## config.mk

```make
export PLATFORM = sky130hd
export DESIGN_NAME = stable_priority_queue
export DESIGN_NICKNAME = d
export VERILOG_FILES = /design/src/rtl/spq_pkg.sv /design/src/rtl/spq_ctrl.sv /design/src/rtl/spq_datapath.sv /design/src/rtl/stable_priority_queue.sv
export VERILOG_INCLUDE_DIRS = /design/src /design/src/rtl
export SDC_FILE = /design/constraint.sdc
export NUM_CORES = 1
export LEC_CHECK = 0
export BUFFER_PORTS_ARGS = -buffer_cell sky130_fd_sc_hd__buf_4
export CAP_MARGIN = 20
export CORE_MARGIN = 5
export CORE_UTILIZATION = 38
export CTS_CLUSTER_DIAMETER = 120
export DETAILED_ROUTE_END_ITERATION = 7
export PLACE_DENSITY = 0.57
export SLEW_MARGIN = 20
export SYNTH_ARGS = -nofsm -noshare
export SYNTH_HDL_FRONTEND = slang
export SYNTH_HIERARCHICAL = 1
export SYNTH_SLANG_ARGS = --single-unit
export TNS_END_PERCENT = 10
```

## constraint.sdc

```tcl
create_clock -name clk -period 5.8 [get_ports clk]
set_input_delay 1.16 -clock clk [delete_from_list [all_inputs] [get_ports clk]]
set_output_delay 1.16 -clock clk [all_outputs]
set_load 0.01 [all_outputs]
```

## src/rtl/stable_priority_queue_assert.svh

```systemverilog
// Assertion macros shared by the priority queue RTL.
`ifndef STABLE_PRIORITY_QUEUE_ASSERT_SVH
`define STABLE_PRIORITY_QUEUE_ASSERT_SVH
`ifndef SYNTHESIS
// Check a property on every clock edge outside reset.
`define SPQ_ASSERT(lbl, clk, rst, prop, msg) \
  lbl: assert property (@(posedge clk) disable iff (rst) (prop)) else $error(msg);
// Check that a condition leads to a consequence in the next cycle.
`define SPQ_ASSERT_NEXT(lbl, clk, rst, ante, cons, msg) \
  lbl: assert property (@(posedge clk) disable iff (rst) (ante) |=> (cons)) else $error(msg);
`else
`define SPQ_ASSERT(lbl, clk, rst, prop, msg)
`define SPQ_ASSERT_NEXT(lbl, clk, rst, ante, cons, msg)
`endif
`endif

```

## src/rtl/spq_pkg.sv

```systemverilog
// Types and constants shared by the priority queue controller and datapath.
`default_nettype none
package spq_pkg;

  localparam int ID_W       = 8;
  localparam int PRIO_W     = 8;
  localparam int OCC_W      = 5;
  localparam int STATUS_W   = 2;
  localparam int IN_DATA_W  = 16;
  localparam int OUT_DATA_W = 24;
  localparam int OUT_PAD_W  = OUT_DATA_W - ID_W - PRIO_W - OCC_W;

  // Request kinds carried on the input tuser bit
  localparam logic REQ_INSERT = 1'b0;
  localparam logic REQ_REMOVE = 1'b1;

  // Result status codes
  typedef enum logic [STATUS_W-1:0] {
    STS_OK    = 2'd0,
    STS_FULL  = 2'd1,
    STS_EMPTY = 2'd2
  } status_t;

  // Operation applied by the datapath on a transaction
  typedef enum logic [1:0] {
    OP_INSERT = 2'd0,
    OP_REMOVE = 2'd1,
    OP_FULL   = 2'd2,
    OP_EMPTY  = 2'd3
  } op_t;

  typedef struct packed {
    logic load;
    op_t  op;
  } cmd_t;

  typedef struct packed {
    logic full;
    logic empty;
  } stat_t;

endpackage
`default_nettype wire

```

## src/rtl/spq_ctrl.sv

```systemverilog
// Controller: handshake, request decode and result-holding state machine.
`default_nettype none
module spq_ctrl (
  input  wire logic          clk,
  input  wire logic          rst,
  input  wire logic          s_tvalid,
  output logic               s_tready,
  input  wire logic          req_type,
  output logic               m_tvalid,
  input  wire logic          m_tready,
  input  wire spq_pkg::stat_t stat,
  output spq_pkg::cmd_t      cmd
);
  import spq_pkg::*;

  typedef enum logic [1:0] {
    S_IDLE = 2'b01,
    S_HOLD = 2'b10
  } state_t;

  state_t state;
  state_t state_next;
  logic   accept;

  // Take a new transaction whenever the result register is free or draining
  assign s_tready = (state == S_IDLE) || m_tready;
  assign accept   = s_tvalid && s_tready;
  assign m_tvalid = (state == S_HOLD);

  // Decode the request against the current fill state
  always_comb begin
    cmd.load = accept;
    priority if (req_type == REQ_INSERT) begin
      cmd.op = stat.full ? OP_FULL : OP_INSERT;
    end else begin
      cmd.op = stat.empty ? OP_EMPTY : OP_REMOVE;
    end
  end

  // Advance the result-holding state
  always_comb begin
    state_next = state;
    unique case (state)
      S_IDLE: begin
        if (accept) state_next = S_HOLD;
      end
      S_HOLD: begin
        if (accept) state_next = S_HOLD;
        else if (m_tready) state_next = S_IDLE;
      end
      default: state_next = S_IDLE;
    endcase
  end

  always_ff @(posedge clk) begin
    if (rst) begin
      state <= S_IDLE;
    end else begin
      state <= state_next;
    end
  end

endmodule
`default_nettype wire

```

## src/rtl/spq_datapath.sv

```systemverilog
// Datapath: sorted shift-register slots, fill count and result register.
`default_nettype none
`include "stable_priority_queue_assert.svh"
module spq_datapath #(
  parameter int CAPACITY = 16
) (
  input  wire logic                     clk,
  input  wire logic                     rst,
  input  wire spq_pkg::cmd_t            cmd,
  input  wire logic [spq_pkg::ID_W-1:0]   in_id,
  input  wire logic [spq_pkg::PRIO_W-1:0] in_prio,
  output spq_pkg::stat_t                stat,
  output spq_pkg::status_t              res_status,
  output logic [spq_pkg::ID_W-1:0]        res_id,
  output logic [spq_pkg::PRIO_W-1:0]      res_prio,
  output logic [spq_pkg::OCC_W-1:0]       res_occ
);
  import spq_pkg::*;

  localparam int CW = $clog2(CAPACITY + 1);

  logic [ID_W-1:0]   slot_id   [CAPACITY];
  logic [PRIO_W-1:0] slot_prio [CAPACITY];
  logic [CAPACITY-1:0] ge;
  logic [CW-1:0] count;
  logic [CW-1:0] count_next;

  assign stat.full  = (count == CW'(CAPACITY));
  assign stat.empty = (count == '0);

  // Mark held slots whose priority is not below the incoming one
  always_comb begin
    for (int k = 0; k < CAPACITY; k++) begin
      ge[k] = (CW'(k) < count) && (slot_prio[k] >= in_prio);
    end
  end

  // Update each slot from itself, its neighbours or the new entry
  for (genvar k = 0; k < CAPACITY; k++) begin : g_slot
    logic take_new;
    if (k == 0) begin : g_head
      assign take_new = !ge[0];
    end else begin : g_body
      assign take_new = !ge[k] && ge[k-1];
    end

    always_ff @(posedge clk) begin
      if (cmd.load && cmd.op == OP_INSERT && !ge[k]) begin
        if (take_new) begin
          slot_id[k]   <= in_id;
          slot_prio[k] <= in_prio;
        end else begin
          slot_id[k]   <= slot_id[(k > 0) ? k - 1 : 0];
          slot_prio[k] <= slot_prio[(k > 0) ? k - 1 : 0];
        end
      end else if (cmd.load && cmd.op == OP_REMOVE && k < CAPACITY - 1) begin
        slot_id[k]   <= slot_id[(k < CAPACITY - 1) ? k + 1 : k];
        slot_prio[k] <= slot_prio[(k < CAPACITY - 1) ? k + 1 : k];
      end
    end
  end

  // Work out the fill count after this transaction
  always_comb begin
    unique case (cmd.op)
      OP_INSERT: count_next = count + CW'(1);
      OP_REMOVE: count_next = count - CW'(1);
      default:   count_next = count;
    endcase
  end

  always_ff @(posedge clk) begin
    if (rst) begin
      count <= '0;
    end else if (cmd.load) begin
      count <= count_next;
    end
  end

  // Load the result register
  always_ff @(posedge clk) begin
    if (cmd.load) begin
      res_occ  <= OCC_W'(count_next);
      res_id   <= '0;
      res_prio <= '0;
      unique case (cmd.op)
        OP_INSERT: res_status <= STS_OK;
        OP_REMOVE: begin
          res_status <= STS_OK;
          res_id     <= slot_id[0];
          res_prio   <= slot_prio[0];
        end
        OP_FULL:   res_status <= STS_FULL;
        default:   res_status <= STS_EMPTY;
      endcase
    end
  end

  `SPQ_ASSERT_NEXT(a_insert_grows, clk, rst, cmd.load && cmd.op == OP_INSERT, count == $past(count) + CW'(1), "insert did not grow the count")
  `SPQ_ASSERT_NEXT(a_remove_shrinks, clk, rst, cmd.load && cmd.op == OP_REMOVE, count == $past(count) - CW'(1), "remove did not shrink the count")
  `SPQ_ASSERT_NEXT(a_reject_holds, clk, rst, cmd.load && (cmd.op == OP_FULL || cmd.op == OP_EMPTY), $stable(count), "rejected request changed the count")

endmodule
`default_nettype wire

```

## src/rtl/stable_priority_queue.sv

```systemverilog
// Top level of the stable priority queue.
//
// Usage: requests arrive on the s_ stream, one per transaction. s_tuser
// selects insert (0) or remove (1); s_tdata carries the entry id and
// priority for an insert. Each request gives exactly one result on the
// m_ stream: m_tuser is the status (ok, full on insert, empty on remove)
// and m_tdata holds the removed entry (zero otherwise) and the occupancy
// after the request.
// An insert is placed ahead of the first held entry with a strictly lower
// priority, so equal priorities leave in arrival order.
// The result is valid in the cycle after the request is accepted.
// Throughput: one request per cycle while the receiver takes each result;
// every slot compares and shifts in the same cycle and the single result register is the only limit.
// A stalled receiver holds the result in that register; a new request is
// taken only in a cycle in which the held result is also taken.
// Reset clears the count and the result register state; the queue is
// empty and ready on the first cycle after reset, with no clearing pass.
`default_nettype none
`include "stable_priority_queue_assert.svh"
module stable_priority_queue #(
  parameter int CAPACITY = 16
) (
  input  wire logic        clk,
  input  wire logic        rst,
  input  wire logic        s_tvalid,
  output logic             s_tready,
  // [7:0] entry_id, [15:8] entry_priority
  input  wire logic [15:0] s_tdata,
  // [0] req_type
  input  wire logic [0:0]  s_tuser,
  output logic             m_tvalid,
  input  wire logic        m_tready,
  // [7:0] out_id, [15:8] out_priority, [20:16] occupancy, [23:21] zero
  output logic [23:0]      m_tdata,
  // [1:0] status
  output logic [1:0]       m_tuser
);
  import spq_pkg::*;

  cmd_t              cmd;
  stat_t             stat;
  status_t           res_status;
  logic [ID_W-1:0]   res_id;
  logic [PRIO_W-1:0] res_prio;
  logic [OCC_W-1:0]  res_occ;

  spq_ctrl u_ctrl (
    .clk      (clk),
    .rst      (rst),
    .s_tvalid (s_tvalid),
    .s_tready (s_tready),
    .req_type (s_tuser[0]),
    .m_tvalid (m_tvalid),
    .m_tready (m_tready),
    .stat     (stat),
    .cmd      (cmd)
  );

  spq_datapath #(
    .CAPACITY (CAPACITY)
  ) u_datapath (
    .clk        (clk),
    .rst        (rst),
    .cmd        (cmd),
    .in_id      (s_tdata[ID_W-1:0]),
    .in_prio    (s_tdata[ID_W+PRIO_W-1:ID_W]),
    .stat       (stat),
    .res_status (res_status),
    .res_id     (res_id),
    .res_prio   (res_prio),
    .res_occ    (res_occ)
  );

  // Pack the result fields
  assign m_tdata = {{OUT_PAD_W{1'b0}}, res_occ, res_prio, res_id};
  assign m_tuser = res_status;

  `SPQ_ASSERT(a_load_on_accept, clk, rst, cmd.load == (s_tvalid && s_tready), "load does not match the input transaction")
  `SPQ_ASSERT(a_no_insert_full, clk, rst, (cmd.load && cmd.op == OP_INSERT) |-> !stat.full, "insert issued while full")
  `SPQ_ASSERT_NEXT(a_result_follows, clk, rst, cmd.load, m_tvalid, "no result after an accepted request")

endmodule
`default_nettype wire
```

==> impl_results.html, run 1 <==
<table>
<tr><th>Metric</th><th>Value</th></tr>
<tr><th colspan="2">Outcome</th></tr>
<tr><td>Status</td><td>complete, no violations</td></tr>
<tr><th colspan="2">Final layout</th></tr>
<tr><td>Commonest cells after routing, fill and taps aside</td><td>sky130_fd_sc_hd__edfxtp_1, sky130_fd_sc_hd__nand2_1, sky130_fd_sc_hd__o21ai_0</td></tr>
<tr><td>Fin cells</td><td>2268</td></tr>
<tr><td>Final design area excluding fillers</td><td>19410 um2</td></tr>
<tr><td>Filler Cells Inserted</td><td>4301</td></tr>
<tr><td>Fraction of final layout cells sized beyond drive strength 1</td><td>10.49%</td></tr>
<tr><td>Syn-to-layout area delta</td><td>11.39%</td></tr>
<tr><td>Net count of the finished layout</td><td>1800</td></tr>
<tr><td>Commonest non-fill, non-tap cell in the layout</td><td>sky130_fd_sc_hd__edfxtp_1</td></tr>
<tr><td>Number of antenna repair diodes</td><td>0</td></tr>
<tr><td>Final core utilization</td><td>42.76%</td></tr>
<tr><th colspan="2">Worst setup path</th></tr>
<tr><td>Sort of element at the start of the critical path</td><td>register</td></tr>
<tr><td>Data arrival, critical path</td><td>4.65 ns</td></tr>
<tr><td>Critical path endpoint category</td><td>register</td></tr>
<tr><td>CP Max Fanout</td><td>15</td></tr>
<tr><td>Worst Path Class, Setup</td><td>reg2reg</td></tr>
<tr><td>Crit path required time</td><td>6.04 ns</td></tr>
<tr><th colspan="2">Place</th></tr>
<tr><td>Post-DP HPWL</td><td>36860 um</td></tr>
<tr><td>Routability congestion estimate</td><td>0.9085</td></tr>
<tr><td>Placed insts</td><td>2208</td></tr>
<tr><td>Number of buffers added on ports</td><td>45</td></tr>
<tr><td>Post-place instance area</td><td>18260 um2</td></tr>
<tr><td>Setup slack at placement</td><td>1.126 ns</td></tr>
<tr><th colspan="2">Synth</th></tr>
<tr><td>Adder-cell share of the synthesized area</td><td>9.624%</td></tr>
<tr><td>Top-area cell type share of the netlist area</td><td>48.09%</td></tr>
<tr><td>Mapped Avg Cell Area</td><td>10.53 um2</td></tr>
<tr><td>Cell area after technology mapping</td><td>17420 um2</td></tr>
<tr><td>Number of enable-type register cells in the synthesized netlist</td><td>279</td></tr>
<tr><td>Gate count of the mapped netlist</td><td>1655</td></tr>
<tr><td>Sequential share of the synthesized area</td><td>48.89%</td></tr>
<tr><td>Post-synthesis cell type count</td><td>62</td></tr>
<tr><td>Commonest register cell after synthesis</td><td>sky130_fd_sc_hd__edfxtp_1</td></tr>
<tr><td>Number of warning messages in the yosys log</td><td>6</td></tr>
<tr><td>Post-synthesis share of cell area spent on xor and xnor gates</td><td>0.4525%</td></tr>
<tr><td>Main combinational cell family by area after synthesis</td><td>compound AO/OA/AOI/OAI gates</td></tr>
<tr><td>Cell taking the most area after synthesis</td><td>sky130_fd_sc_hd__edfxtp_1</td></tr>
<tr><td>Proportion of synthesized flip-flops having asynchronous set or reset</td><td>0%</td></tr>
<tr><td>Complex-gate fraction of the synthesized area</td><td>15.30%</td></tr>
<tr><td>Count of state elements after synthesis</td><td>286</td></tr>
<tr><td>Area share of and/or/nand/nor cells after synthesis</td><td>11.95%</td></tr>
<tr><td>Proportion of synthesized area in mux cells</td><td>9.085%</td></tr>
<tr><td>Cell types with the largest area share after synthesis</td><td>sky130_fd_sc_hd__edfxtp_1, sky130_fd_sc_hd__ha_1, sky130_fd_sc_hd__mux2i_1, sky130_fd_sc_hd__nand2_1, sky130_fd_sc_hd__o21ai_0</td></tr>
<tr><th colspan="2">Die</th></tr>
<tr><td>Horizontal extent of the die</td><td>224.1 um</td></tr>
<tr><td>I/O pin total</td><td>49</td></tr>
<tr><td>Row count</td><td>78</td></tr>
<tr><td>Placeable core region</td><td>45380 um2</td></tr>
<tr><td>Initial core utilization</td><td>38.39%</td></tr>
<tr><td>Die Ht</td><td>224.1 um</td></tr>
<tr><td>Area enclosed by the die boundary</td><td>50230 um2</td></tr>
<tr><th colspan="2">Pwr</th></tr>
<tr><td>Largest vdd supply drop</td><td>0.2040 mV</td></tr>
<tr><td>Total power draw</td><td>8.673 mW</td></tr>
<tr><td>Leakage</td><td>7.748 nW</td></tr>
<tr><td>Pwr Density</td><td>446.9 nW/um2</td></tr>
<tr><th colspan="2">Clock tree</th></tr>
<tr><td>Post-CTS Repair Setup Buffers</td><td>0</td></tr>
<tr><td>Count of clock tree sinks</td><td>286</td></tr>
<tr><td>Longest Clk Path Bufs</td><td>3</td></tr>
<tr><td>Root cell of the clock tree</td><td>sky130_fd_sc_hd__clkbuf_16</td></tr>
<tr><td>CTS Hold Buffers Added</td><td>0</td></tr>
<tr><td>Number of gates given a new drive strength after cts</td><td>0</td></tr>
<tr><td>TritonCTS clock tree</td><td>built</td></tr>
<tr><td>Skew-Pair Late Insertion Delay</td><td>0.56 ns</td></tr>
<tr><td>Clock buffers created by TritonCTS</td><td>35</td></tr>
<tr><td>Clock transition time at the flip-flop clock pins of the worst setup and hold paths</td><td>0.06 ns</td></tr>
<tr><td>CTS H-tree depth</td><td>2</td></tr>
<tr><th colspan="2">Route</th></tr>
<tr><td>Vias per Instance</td><td>5.943</td></tr>
<tr><td>Number of iterations in the first detailed-routing pass</td><td>6</td></tr>
<tr><td>Detail-routed net length per standard cell</td><td>23.55 um</td></tr>
<tr><td>Number of nets still failing antenna checks after routing</td><td>0</td></tr>
<tr><td>Residual DRC</td><td>0</td></tr>
<tr><td>Drt initial violations</td><td>1359</td></tr>
<tr><td>Via count</td><td>13480</td></tr>
<tr><td>Final routed wirelength across all metal layers</td><td>53400 um</td></tr>
<tr><th colspan="2">STA</th></tr>
<tr><td>Setup violators final</td><td>0</td></tr>
<tr><td>Final Hold Vio Count</td><td>0</td></tr>
<tr><td>Setup repair after global routing missed its margin</td><td>false</td></tr>
<tr><td>Peak Freq</td><td>0.2267 GHz</td></tr>
<tr><td>Clock period minus worst slack</td><td>4.411 ns</td></tr>
<tr><td>Max Clock Skew</td><td>0.02310 ns</td></tr>
<tr><td>Slew HR</td><td>34.61%</td></tr>
<tr><td>Final critical-path share of the clock period</td><td>76.05%</td></tr>
<tr><td>Slew at the pin closest to its max-slew limit</td><td>0.9809 ns</td></tr>
<tr><td>Total count of max-transition violations in the final report</td><td>0</td></tr>
<tr><td>Setup slack after layout</td><td>1.389 ns</td></tr>
<tr><td>Accumulated negative setup slack</td><td>0 ns</td></tr>
<tr><td>Worst hold slack across all endpoints</td><td>0.5472 ns</td></tr>
<tr><th colspan="2">Global routing</th></tr>
<tr><td>Initial antenna violation count</td><td>0</td></tr>
<tr><td>Total global-route track usage</td><td>20.69%</td></tr>
<tr><td>Vias in the first global route</td><td>13190</td></tr>
<tr><td>Pin count of the biggest net entering global routing</td><td>96</td></tr>
<tr><td>Global route overflow</td><td>0</td></tr>
<tr><td>Global-route wire length before repair</td><td>81010 um</td></tr>
<tr><th colspan="2">Flow run</th></tr>
<tr><td>Number of max-cap violations</td><td>0</td></tr>
<tr><th colspan="2">Min path</th></tr>
<tr><td>Class of the tightest hold or removal check</td><td>reg2reg</td></tr>
</table>
## power breakdown
part | internal [mW] | switching [mW] | leakage [nW]
Clock | 1.34 | 0.880 | 0.550
Sequential | 3.15 | 0.495 | 2.70
Combinational | 1.02 | 1.79 | 4.49
## final cells by class
cell class | instances | area [um2] | share of cell area, %
sequential | 286 | 8518 | 43.89
inverter | 47 | 176.4 | 0.9091
multi-input combinational | 1191 | 8192 | 42.21
tap | 600 | 750.7 | 3.868
clock inverter | 14 | 176.4 | 0.9091
clock buffer | 46 | 958.4 | 4.939
timing repair buffer | 84 | 634.4 | 3.269
## Yosys cell counts (all sizes together) (19+ instances only)
master,instances
a31oi,19
clkbuf,83
nand2,248
ha,134
and2,20
nand3,28
inv,47
o221ai,24
edfxtp,279
mux2i,139
o211ai,37
a21oi,50
buf,50
nand4,42
o21ai,200
nor2,69
## worst max-delay path, stage by stage, from the launching register on
cell and delay [ns]:
sky130_fd_sc_hd__dfxtp_1 0.77, sky130_fd_sc_hd__inv_1 0.23, sky130_fd_sc_hd__ha_1 0.25, sky130_fd_sc_hd__and3_1 0.16, sky130_fd_sc_hd__mux2_2 0.35, sky130_fd_sc_hd__or3b_4 0.59, sky130_fd_sc_hd__a211oi_1 0.49, sky130_fd_sc_hd__a41o_1 0.23
sky130_fd_sc_hd__o211ai_1 0.34, sky130_fd_sc_hd__buf_4 0.36, sky130_fd_sc_hd__mux2i_1 0.17, sky130_fd_sc_hd__o21ai_0 0.12
## metal layers
metal,share of wire [%],up-vias,global-route usage (%)
met5,0,-,0
met4,3.2,0,7.016
met3,7.2,105,3.197
met2,44,566,31.63
met1,45,6610,30.09
li1,-,6198,-
## cell families after synthesis
group | after synthesis
and+or+nand+nor | 466
muxes | 156
DFF | 286
xor gates and xnor gates | 9
AOI/OAI and AO/OA | 423
buffers and inverters | 180
other | 1
adders and majority gates | 134
## final timing paths
path              slack (ns)                                    end  cells after the start                                start
setup reg to reg        1.39  u_datapath/slot_prio[0][18]$_DFFE_PP_                     11     u_datapath/count[1]$_SDFFE_PP0P_
setup / recovery        1.39  u_datapath/slot_prio[0][18]$_DFFE_PP_                     11     u_datapath/count[1]$_SDFFE_PP0P_
hold / removal          0.55     u_datapath/slot_id[0][6]$_DFFE_PP_                      2  u_datapath/slot_id[0][14]$_DFFE_PP_
hold reg to reg         0.55     u_datapath/slot_id[0][6]$_DFFE_PP_                      2  u_datapath/slot_id[0][14]$_DFFE_PP_
## flip-flops by register name (all words and copies together) (netlist names)
signal and flops:
u_datapath/slot_prio 128, u_datapath/res_occ 5, u_datapath/res_prio 8, u_datapath/slot_id 128
u_datapath/count 5, u_ctrl/state 2, u_datapath/res_status 2, u_datapath/res_id 8
No activity file was read; power rests on OpenSTA's default activity.
==> run 2: changes to the inputs <==
PLACE_DENSITY = 0.59   (was 0.57)
clock period = 3.8 ns   (was 5.8 ns; I/O delays follow)
==> impl_results.html, run 2 (same netlist as run 1, synthesis figures left out) <==
<table>
<tr><th>Metric</th><th>Value</th></tr>
<tr><th colspan="2">STA</th></tr>
<tr><td>Slew at the pin closest to its max-slew limit</td><td>1.128 ns</td></tr>
<tr><td>Worst hold slack across all endpoints</td><td>0.4566 ns</td></tr>
<tr><td>Slew HR</td><td>24.83%</td></tr>
<tr><td>Setup repair after global routing missed its margin</td><td>false</td></tr>
<tr><td>Max Clock Skew</td><td>0.02226 ns</td></tr>
<tr><td>Setup violators final</td><td>0</td></tr>
<tr><td>Final critical-path share of the clock period</td><td>88.98%</td></tr>
<tr><td>Peak Freq</td><td>0.2958 GHz</td></tr>
<tr><td>Final Hold Vio Count</td><td>0</td></tr>
<tr><td>Clock period minus worst slack</td><td>3.381 ns</td></tr>
<tr><td>Total count of max-transition violations in the final report</td><td>0</td></tr>
<tr><th colspan="2">Global routing</th></tr>
<tr><td>Pin count of the biggest net entering global routing</td><td>100</td></tr>
<tr><td>Vias in the first global route</td><td>13370</td></tr>
<tr><td>Total global-route track usage</td><td>19.84%</td></tr>
<tr><td>Initial antenna violation count</td><td>0</td></tr>
<tr><td>Global route overflow</td><td>0</td></tr>
<tr><td>Global-route wire length before repair</td><td>78890 um</td></tr>
<tr><th colspan="2">Clock tree</th></tr>
<tr><td>CTS H-tree depth</td><td>2</td></tr>
<tr><td>Root cell of the clock tree</td><td>sky130_fd_sc_hd__clkbuf_16</td></tr>
<tr><td>Skew-Pair Late Insertion Delay</td><td>0.53 ns</td></tr>
<tr><td>CTS Hold Buffers Added</td><td>0</td></tr>
<tr><td>Longest Clk Path Bufs</td><td>3</td></tr>
<tr><td>Clock transition time at the flip-flop clock pins of the worst setup and hold paths</td><td>0.06 ns</td></tr>
<tr><td>Count of clock tree sinks</td><td>286</td></tr>
<tr><td>TritonCTS clock tree</td><td>built</td></tr>
<tr><td>Post-CTS Repair Setup Buffers</td><td>0</td></tr>
<tr><td>Number of gates given a new drive strength after cts</td><td>0</td></tr>
<tr><td>Clock buffers created by TritonCTS</td><td>34</td></tr>
<tr><th colspan="2">Route</th></tr>
<tr><td>Via count</td><td>13580</td></tr>
<tr><td>Drt initial violations</td><td>1217</td></tr>
<tr><td>Final routed wirelength across all metal layers</td><td>51210 um</td></tr>
<tr><td>Number of nets still failing antenna checks after routing</td><td>0</td></tr>
<tr><td>Number of iterations in the first detailed-routing pass</td><td>5</td></tr>
<tr><td>Vias per Instance</td><td>5.856</td></tr>
<tr><td>Detail-routed net length per standard cell</td><td>22.08 um</td></tr>
<tr><td>Residual DRC</td><td>0</td></tr>
<tr><th colspan="2">Worst setup path</th></tr>
<tr><td>R2r setup slk</td><td>0.42 ns</td></tr>
<tr><td>Data arrival, critical path</td><td>3.65 ns</td></tr>
<tr><td>Critical path endpoint category</td><td>register</td></tr>
<tr><td>Worst setup startpoint</td><td>u_datapath/count[1]$_SDFFE_PP0P_</td></tr>
<tr><td>Crit path required time</td><td>4.07 ns</td></tr>
<tr><td>Critical register-to-register path endpoint</td><td>u_datapath/slot_id[0][50]$_DFFE_PP_</td></tr>
<tr><td>Worst Path Class, Setup</td><td>reg2reg</td></tr>
<tr><td>CP Max Fanout</td><td>13</td></tr>
<tr><td>Worst-case reg-to-reg path depth</td><td>11</td></tr>
<tr><td>Sort of element at the start of the critical path</td><td>register</td></tr>
<tr><td>Critical path destination</td><td>u_datapath/slot_id[0][50]$_DFFE_PP_</td></tr>
<tr><td>Worst flop-to-flop path startpoint</td><td>u_datapath/count[1]$_SDFFE_PP0P_</td></tr>
<tr><th colspan="2">Final layout</th></tr>
<tr><td>Final design area excluding fillers</td><td>19980 um2</td></tr>
<tr><td>Net count of the finished layout</td><td>1850</td></tr>
<tr><td>Largest regs</td><td>u_datapath/slot_id x128, u_datapath/slot_prio x128</td></tr>
<tr><td>Commonest cells after routing, fill and taps aside</td><td>sky130_fd_sc_hd__edfxtp_1, sky130_fd_sc_hd__nand2_1, sky130_fd_sc_hd__o21ai_0</td></tr>
<tr><td>Fin cells</td><td>2319</td></tr>
<tr><td>Fraction of final layout cells sized beyond drive strength 1</td><td>13.21%</td></tr>
<tr><td>Syn-to-layout area delta</td><td>14.67%</td></tr>
<tr><td>Final core utilization</td><td>44.02%</td></tr>
<tr><td>Number of antenna repair diodes</td><td>0</td></tr>
<tr><td>Commonest non-fill, non-tap cell in the layout</td><td>sky130_fd_sc_hd__edfxtp_1</td></tr>
<tr><th colspan="2">Die</th></tr>
<tr><td>Initial core utilization</td><td>38.39%</td></tr>
<tr><td>Horizontal extent of the die</td><td>224.1 um</td></tr>
<tr><td>Die Ht</td><td>224.1 um</td></tr>
<tr><td>Placeable core region</td><td>45380 um2</td></tr>
<tr><td>Row count</td><td>78</td></tr>
<tr><td>Area enclosed by the die boundary</td><td>50230 um2</td></tr>
<tr><td>I/O pin total</td><td>49</td></tr>
<tr><th colspan="2">Outcome</th></tr>
<tr><td>Status</td><td>complete, no violations</td></tr>
<tr><th colspan="2">Flow run</th></tr>
<tr><td>Number of max-cap violations</td><td>0</td></tr>
<tr><th colspan="2">Pwr</th></tr>
<tr><td>Total power draw</td><td>13.22 mW</td></tr>
<tr><td>Largest vdd supply drop</td><td>0.4127 mV</td></tr>
<tr><td>Pwr Density</td><td>662.0 nW/um2</td></tr>
<tr><td>Leakage</td><td>8.054 nW</td></tr>
<tr><th colspan="2">Place</th></tr>
<tr><td>Number of buffers added on ports</td><td>45</td></tr>
<tr><td>Post-place instance area</td><td>18920 um2</td></tr>
<tr><td>Post-DP HPWL</td><td>36560 um</td></tr>
<tr><td>Placed insts</td><td>2259</td></tr>
<tr><td>Routability congestion estimate</td><td>0.8540</td></tr>
<tr><th colspan="2">Min path</th></tr>
<tr><td>Class of the tightest hold or removal check</td><td>in2reg</td></tr>
<tr><td>Worst hold stages</td><td>2</td></tr>
</table>
-- run 2: cell count changes in the layout (fill, tap and decap cells not counted), sizes merged --
| cell | previous run | this run |
|---|---|---|
| buf | 84 | 135 |
| bufinv | 4 | 2 |
| clkbuf | 46 | 39 |
| clkinv | 9 | 15 |
| clkinvlp | 0 | 2 |
| inv | 48 | 49 |
-- run 2: critical path: stages, from the launching register on --
cell and delay (ns):
sky130_fd_sc_hd__dfxtp_1 0.33, sky130_fd_sc_hd__inv_1 0.07, sky130_fd_sc_hd__ha_1 0.19, sky130_fd_sc_hd__and3_1 0.16
sky130_fd_sc_hd__mux2_2 0.27, sky130_fd_sc_hd__or3b_4 0.52, sky130_fd_sc_hd__buf_4 0.23, sky130_fd_sc_hd__a2111oi_2 0.51
sky130_fd_sc_hd__o22ai_2 0.26, sky130_fd_sc_hd__buf_4 0.30, sky130_fd_sc_hd__mux2i_1 0.18, sky130_fd_sc_hd__o21ai_0 0.09
-- run 2: final cells by class --
class / instances / area (um2)
inverter: 47 / 176.4
fill: 4328 / 25400
multi-input combinational: 1191 / 8185
clock inverter: 21 / 153.9
sequential: 286 / 8518
timing repair buffer: 135 / 1301
clock buffer: 39 / 890.9
tap: 600 / 750.7
-- run 2: power breakdown --
part / switching, mW / internal, mW
registers: 0.651 / 4.80
clock network: 1.34 / 1.82
logic: 2.77 / 1.85
total: 4.76 / 8.46
-- run 2: worst min-delay path by stage --
stage                                        startpoint                                   to  slack, ns
floorplan           u_datapath/slot_id[0][15]$_DFFE_PP_   u_datapath/slot_id[0][7]$_DFFE_PP_       0.52
global route                                        rst     u_datapath/count[0]$_SDFFE_PP0P_       0.47
detailed placement  u_datapath/slot_id[1][30]$_DFFE_PP_  u_datapath/slot_id[1][22]$_DFFE_PP_       0.54
global placement    u_datapath/slot_id[0][27]$_DFFE_PP_  u_datapath/slot_id[0][19]$_DFFE_PP_       0.53
finish                                              rst     u_datapath/count[0]$_SDFFE_PP0P_       0.46
CTS                                                 rst     u_datapath/count[0]$_SDFFE_PP0P_       0.44
-- run 2: layer usage --
layer  global-route usage, %  wire length, um
met5                       0                0
met4                   5.553             1295
met3                   2.686             2988
met2                   32.80            24150
met1                   27.50            22780
-- run 2: stage by stage --
step / worst slack [ns] / setup TNS [ns]
floorplan: -0.2554 / -6.469
global placement: 0.1354 / 0
detailed placement: 0.1447 / 0
CTS: 0.4337 / 0
global route: 0.2272 / 0
finish: 0.4188 / 0
==> run 3: changes to the inputs <==
CORE_UTILIZATION = 50   (was 38)
PLACE_DENSITY = 0.73   (was 0.59)
==> impl_results.html, run 3 (same netlist as run 1, synthesis figures left out) <==
<table>
<tr><th>Metric</th><th>Value</th></tr>
<tr><th colspan="2">Final layout</th></tr>
<tr><td>Final design area excluding fillers</td><td>19510 um2</td></tr>
<tr><td>Number of antenna repair diodes</td><td>0</td></tr>
<tr><td>Largest regs</td><td>u_datapath/slot_id x128, u_datapath/slot_prio x128</td></tr>
<tr><td>Fraction of final layout cells sized beyond drive strength 1</td><td>13.08%</td></tr>
<tr><td>Filler Cells Inserted</td><td>2896</td></tr>
<tr><td>Syn-to-layout area delta</td><td>11.99%</td></tr>
<tr><td>Commonest cells after routing, fill and taps aside</td><td>sky130_fd_sc_hd__edfxtp_1, sky130_fd_sc_hd__nand2_1, sky130_fd_sc_hd__o21ai_0</td></tr>
<tr><td>Commonest non-fill, non-tap cell in the layout</td><td>sky130_fd_sc_hd__edfxtp_1</td></tr>
<tr><td>Net count of the finished layout</td><td>1844</td></tr>
<tr><th colspan="2">Worst setup path</th></tr>
<tr><td>Crit path required time</td><td>4.09 ns</td></tr>
<tr><td>Largest stage delay on the critical path</td><td>0.85 ns</td></tr>
<tr><td>Worst setup startpoint</td><td>u_ctrl/state[1]$_SDFFE_PP0P_</td></tr>
<tr><td>Crit path buffers/inverters</td><td>2</td></tr>
<tr><td>Data arrival, critical path</td><td>3.75 ns</td></tr>
<tr><td>Worst Path Class, Setup</td><td>reg2reg</td></tr>
<tr><td>Slowest library cell on the worst path</td><td>sky130_fd_sc_hd__o22ai_2</td></tr>
<tr><td>CP Max Fanout</td><td>17</td></tr>
<tr><td>R2r setup slk</td><td>0.33 ns</td></tr>
<tr><td>Stages on the worst setup path</td><td>11</td></tr>
<tr><td>Worst-case reg-to-reg path depth</td><td>11</td></tr>
<tr><td>Worst flop-to-flop path startpoint</td><td>u_ctrl/state[1]$_SDFFE_PP0P_</td></tr>
<tr><td>Sort of element at the start of the critical path</td><td>register</td></tr>
<tr><td>Critical path destination</td><td>u_datapath/slot_id[1][46]$_DFFE_PP_</td></tr>
<tr><td>Worst path cell trace</td><td>inv_1, ha_1, nor2_1, inv_1, and2_1, or3b_4, nor2_1, o21a_1, o22ai_2, mux2i_1, o21ai_0</td></tr>
<tr><td>Cell class contributing the biggest share of worst-path delay</td><td>compound AO/OA/AOI/OAI gates</td></tr>
<tr><td>Critical register-to-register path endpoint</td><td>u_datapath/slot_id[1][46]$_DFFE_PP_</td></tr>
<tr><td>Critical path endpoint category</td><td>register</td></tr>
<tr><th colspan="2">Route</th></tr>
<tr><td>Drt initial violations</td><td>1771</td></tr>
<tr><td>Via count</td><td>13830</td></tr>
<tr><td>Residual DRC</td><td>0</td></tr>
<tr><td>Number of nets still failing antenna checks after routing</td><td>0</td></tr>
<tr><td>Detail-routed net length per standard cell</td><td>22.83 um</td></tr>
<tr><td>Final routed wirelength across all metal layers</td><td>49470 um</td></tr>
<tr><td>Vias per Instance</td><td>6.381</td></tr>
<tr><td>Number of iterations in the first detailed-routing pass</td><td>5</td></tr>
<tr><th colspan="2">Pwr</th></tr>
<tr><td>Pwr Density</td><td>657.0 nW/um2</td></tr>
<tr><td>Sequential power share</td><td>42.6%</td></tr>
<tr><td>Fraction of power spent switching nets</td><td>35.78%</td></tr>
<tr><td>Internal Power</td><td>8.232 mW</td></tr>
<tr><td>Leakage</td><td>7.954 nW</td></tr>
<tr><td>Psw</td><td>4.587 mW</td></tr>
<tr><td>Largest vdd supply drop</td><td>0.3927 mV</td></tr>
<tr><td>Part of the power in the clock network</td><td>23.0%</td></tr>
<tr><td>Logic gate share of total power</td><td>34.5%</td></tr>
<tr><th colspan="2">Die</th></tr>
<tr><td>Die Ht</td><td>196.7 um</td></tr>
<tr><td>Horizontal extent of the die</td><td>196.7 um</td></tr>
<tr><td>I/O pin total</td><td>49</td></tr>
<tr><td>Placeable core region</td><td>34460 um2</td></tr>
<tr><td>Row count</td><td>68</td></tr>
<tr><td>Initial core utilization</td><td>50.56%</td></tr>
<tr><td>Area enclosed by the die boundary</td><td>38680 um2</td></tr>
<tr><th colspan="2">Global routing</th></tr>
<tr><td>Pin count of the biggest net entering global routing</td><td>78</td></tr>
<tr><td>Global route overflow</td><td>0</td></tr>
<tr><td>Total global-route track usage</td><td>24.83%</td></tr>
<tr><td>Initial antenna violation count</td><td>0</td></tr>
<tr><td>Global-route wire length before repair</td><td>76400 um</td></tr>
<tr><td>Vias in the first global route</td><td>13310</td></tr>
<tr><th colspan="2">Clock tree</th></tr>
<tr><td>Clock transition time at the flip-flop clock pins of the worst setup and hold paths</td><td>0.06 ns</td></tr>
<tr><td>Number of gates given a new drive strength after cts</td><td>0</td></tr>
<tr><td>Count of clock tree sinks</td><td>286</td></tr>
<tr><td>Skew-Pair Late Insertion Delay</td><td>0.56 ns</td></tr>
<tr><td>TritonCTS clock tree</td><td>built</td></tr>
<tr><td>CTS Hold Buffers Added</td><td>0</td></tr>
<tr><td>Clock buffers created by TritonCTS</td><td>31</td></tr>
<tr><td>CTS H-tree depth</td><td>1</td></tr>
<tr><td>Longest Clk Path Bufs</td><td>3</td></tr>
<tr><td>Root cell of the clock tree</td><td>sky130_fd_sc_hd__clkbuf_16</td></tr>
<tr><td>Post-CTS Repair Setup Buffers</td><td>0</td></tr>
<tr><th colspan="2">STA</th></tr>
<tr><td>Slew HR</td><td>27.84%</td></tr>
<tr><td>Final Hold Vio Count</td><td>0</td></tr>
<tr><td>Max Clock Skew</td><td>0.01397 ns</td></tr>
<tr><td>Peak Freq</td><td>0.2884 GHz</td></tr>
<tr><td>Setup violators final</td><td>0</td></tr>
<tr><td>Total count of max-transition violations in the final report</td><td>0</td></tr>
<tr><td>Setup repair after global routing missed its margin</td><td>false</td></tr>
<tr><td>Final critical-path share of the clock period</td><td>91.25%</td></tr>
<tr><td>Clock period minus worst slack</td><td>3.468 ns</td></tr>
<tr><td>Accumulated negative setup slack</td><td>0 ns</td></tr>
<tr><td>Slew at the pin closest to its max-slew limit</td><td>1.082 ns</td></tr>
<tr><th colspan="2">Place</th></tr>
<tr><td>Routability congestion estimate</td><td>0.9057</td></tr>
<tr><td>Post-place instance area</td><td>18510 um2</td></tr>
<tr><td>Number of buffers added on ports</td><td>45</td></tr>
<tr><td>Post-DP HPWL</td><td>34950 um</td></tr>
<tr><th colspan="2">Flow run</th></tr>
<tr><td>Number of max-cap violations</td><td>0</td></tr>
<tr><th colspan="2">Min path</th></tr>
<tr><td>Class of the tightest hold or removal check</td><td>in2reg</td></tr>
<tr><th colspan="2">Outcome</th></tr>
<tr><td>Status</td><td>complete, no violations</td></tr>
</table>
run 3: metrics by stage:
stage	setup slack, ns	hold WS (ns)	power [mW]	util [%]	instances
global placement	0.09449	0.5387	9.612	53.72	2111
CTS	0.3569	0.4132	12.76	56.54	2167
floorplan	-0.2554	0.5174	8.254	-	1657
finish	0.3324	0.4380	12.82	56.62	2167
global route	0.1210	0.4264	13.49	56.62	2167
detailed placement	-0.06209	0.5472	9.802	53.72	2111
run 3: cell type report:
| type | instances | area, um2 | area share [%] |
|---|---|---|---|
| clock inverter | 11 | 103.9 | 0.5323 |
| timing repair buffer | 132 | 1079 | 5.528 |
| sequential | 286 | 8518 | 43.66 |
| multi-input combinational | 1191 | 8195 | 42.01 |
| clock buffer | 45 | 868.3 | 4.451 |
| inverter | 47 | 176.4 | 0.9042 |
| tap | 455 | 569.3 | 2.918 |
run 3: power by group through the flow:
| stage | Clock, mW | Combinational [mW] | Sequential (mW) |
|---|---|---|---|
| global placement | 0 | 4.16 | 5.45 |
| finish | 2.94 | 4.42 | 5.45 |
| global route | 3.12 | 4.87 | 5.51 |
| floorplan | 0 | 3.05 | 5.20 |
| CTS | 2.99 | 4.36 | 5.42 |
| detailed placement | 0 | 4.33 | 5.47 |
run 3: worst min path at each step:
stage / start / to / slack [ns] / depth (start not counted)
floorplan: u_datapath/slot_id[0][15]$_DFFE_PP_ / u_datapath/slot_id[0][7]$_DFFE_PP_ / 0.52 / 2
global placement: u_datapath/slot_id[0][58]$_DFFE_PP_ / u_datapath/slot_id[0][50]$_DFFE_PP_ / 0.54 / 2
detailed placement: u_datapath/slot_id[0][6]$_DFFE_PP_ / u_datapath/res_id[6]$_SDFFCE_PN0P_ / 0.55 / 1
CTS: rst / u_datapath/count[0]$_SDFFE_PP0P_ / 0.41 / 2
global route: rst / u_datapath/count[0]$_SDFFE_PP0P_ / 0.43 / 2
finish: rst / u_datapath/count[0]$_SDFFE_PP0P_ / 0.44 / 2
run 3: routing by layer:
metal / GRT usage (%) / wire length (um) / up-vias
li1: - / - / 6275
met1: 35.47 / 20970 / 6680
met2: 38.60 / 22090 / 767
met3: 4.376 / 4761 / 105
met4: 8.500 / 1652 / 0
met5: 0 / 0 / -
run 3: worst reg2reg max path: cells and delay by family (launching register included):
kind | cells | cell delay, ns
mux | 1 | 0.30
flops | 1 | 0.39
buf+inv | 2 | 0.13
fa+ha+maj | 1 | 0.25
simple gates | 4 | 0.93
compound gates | 3 | 1.19
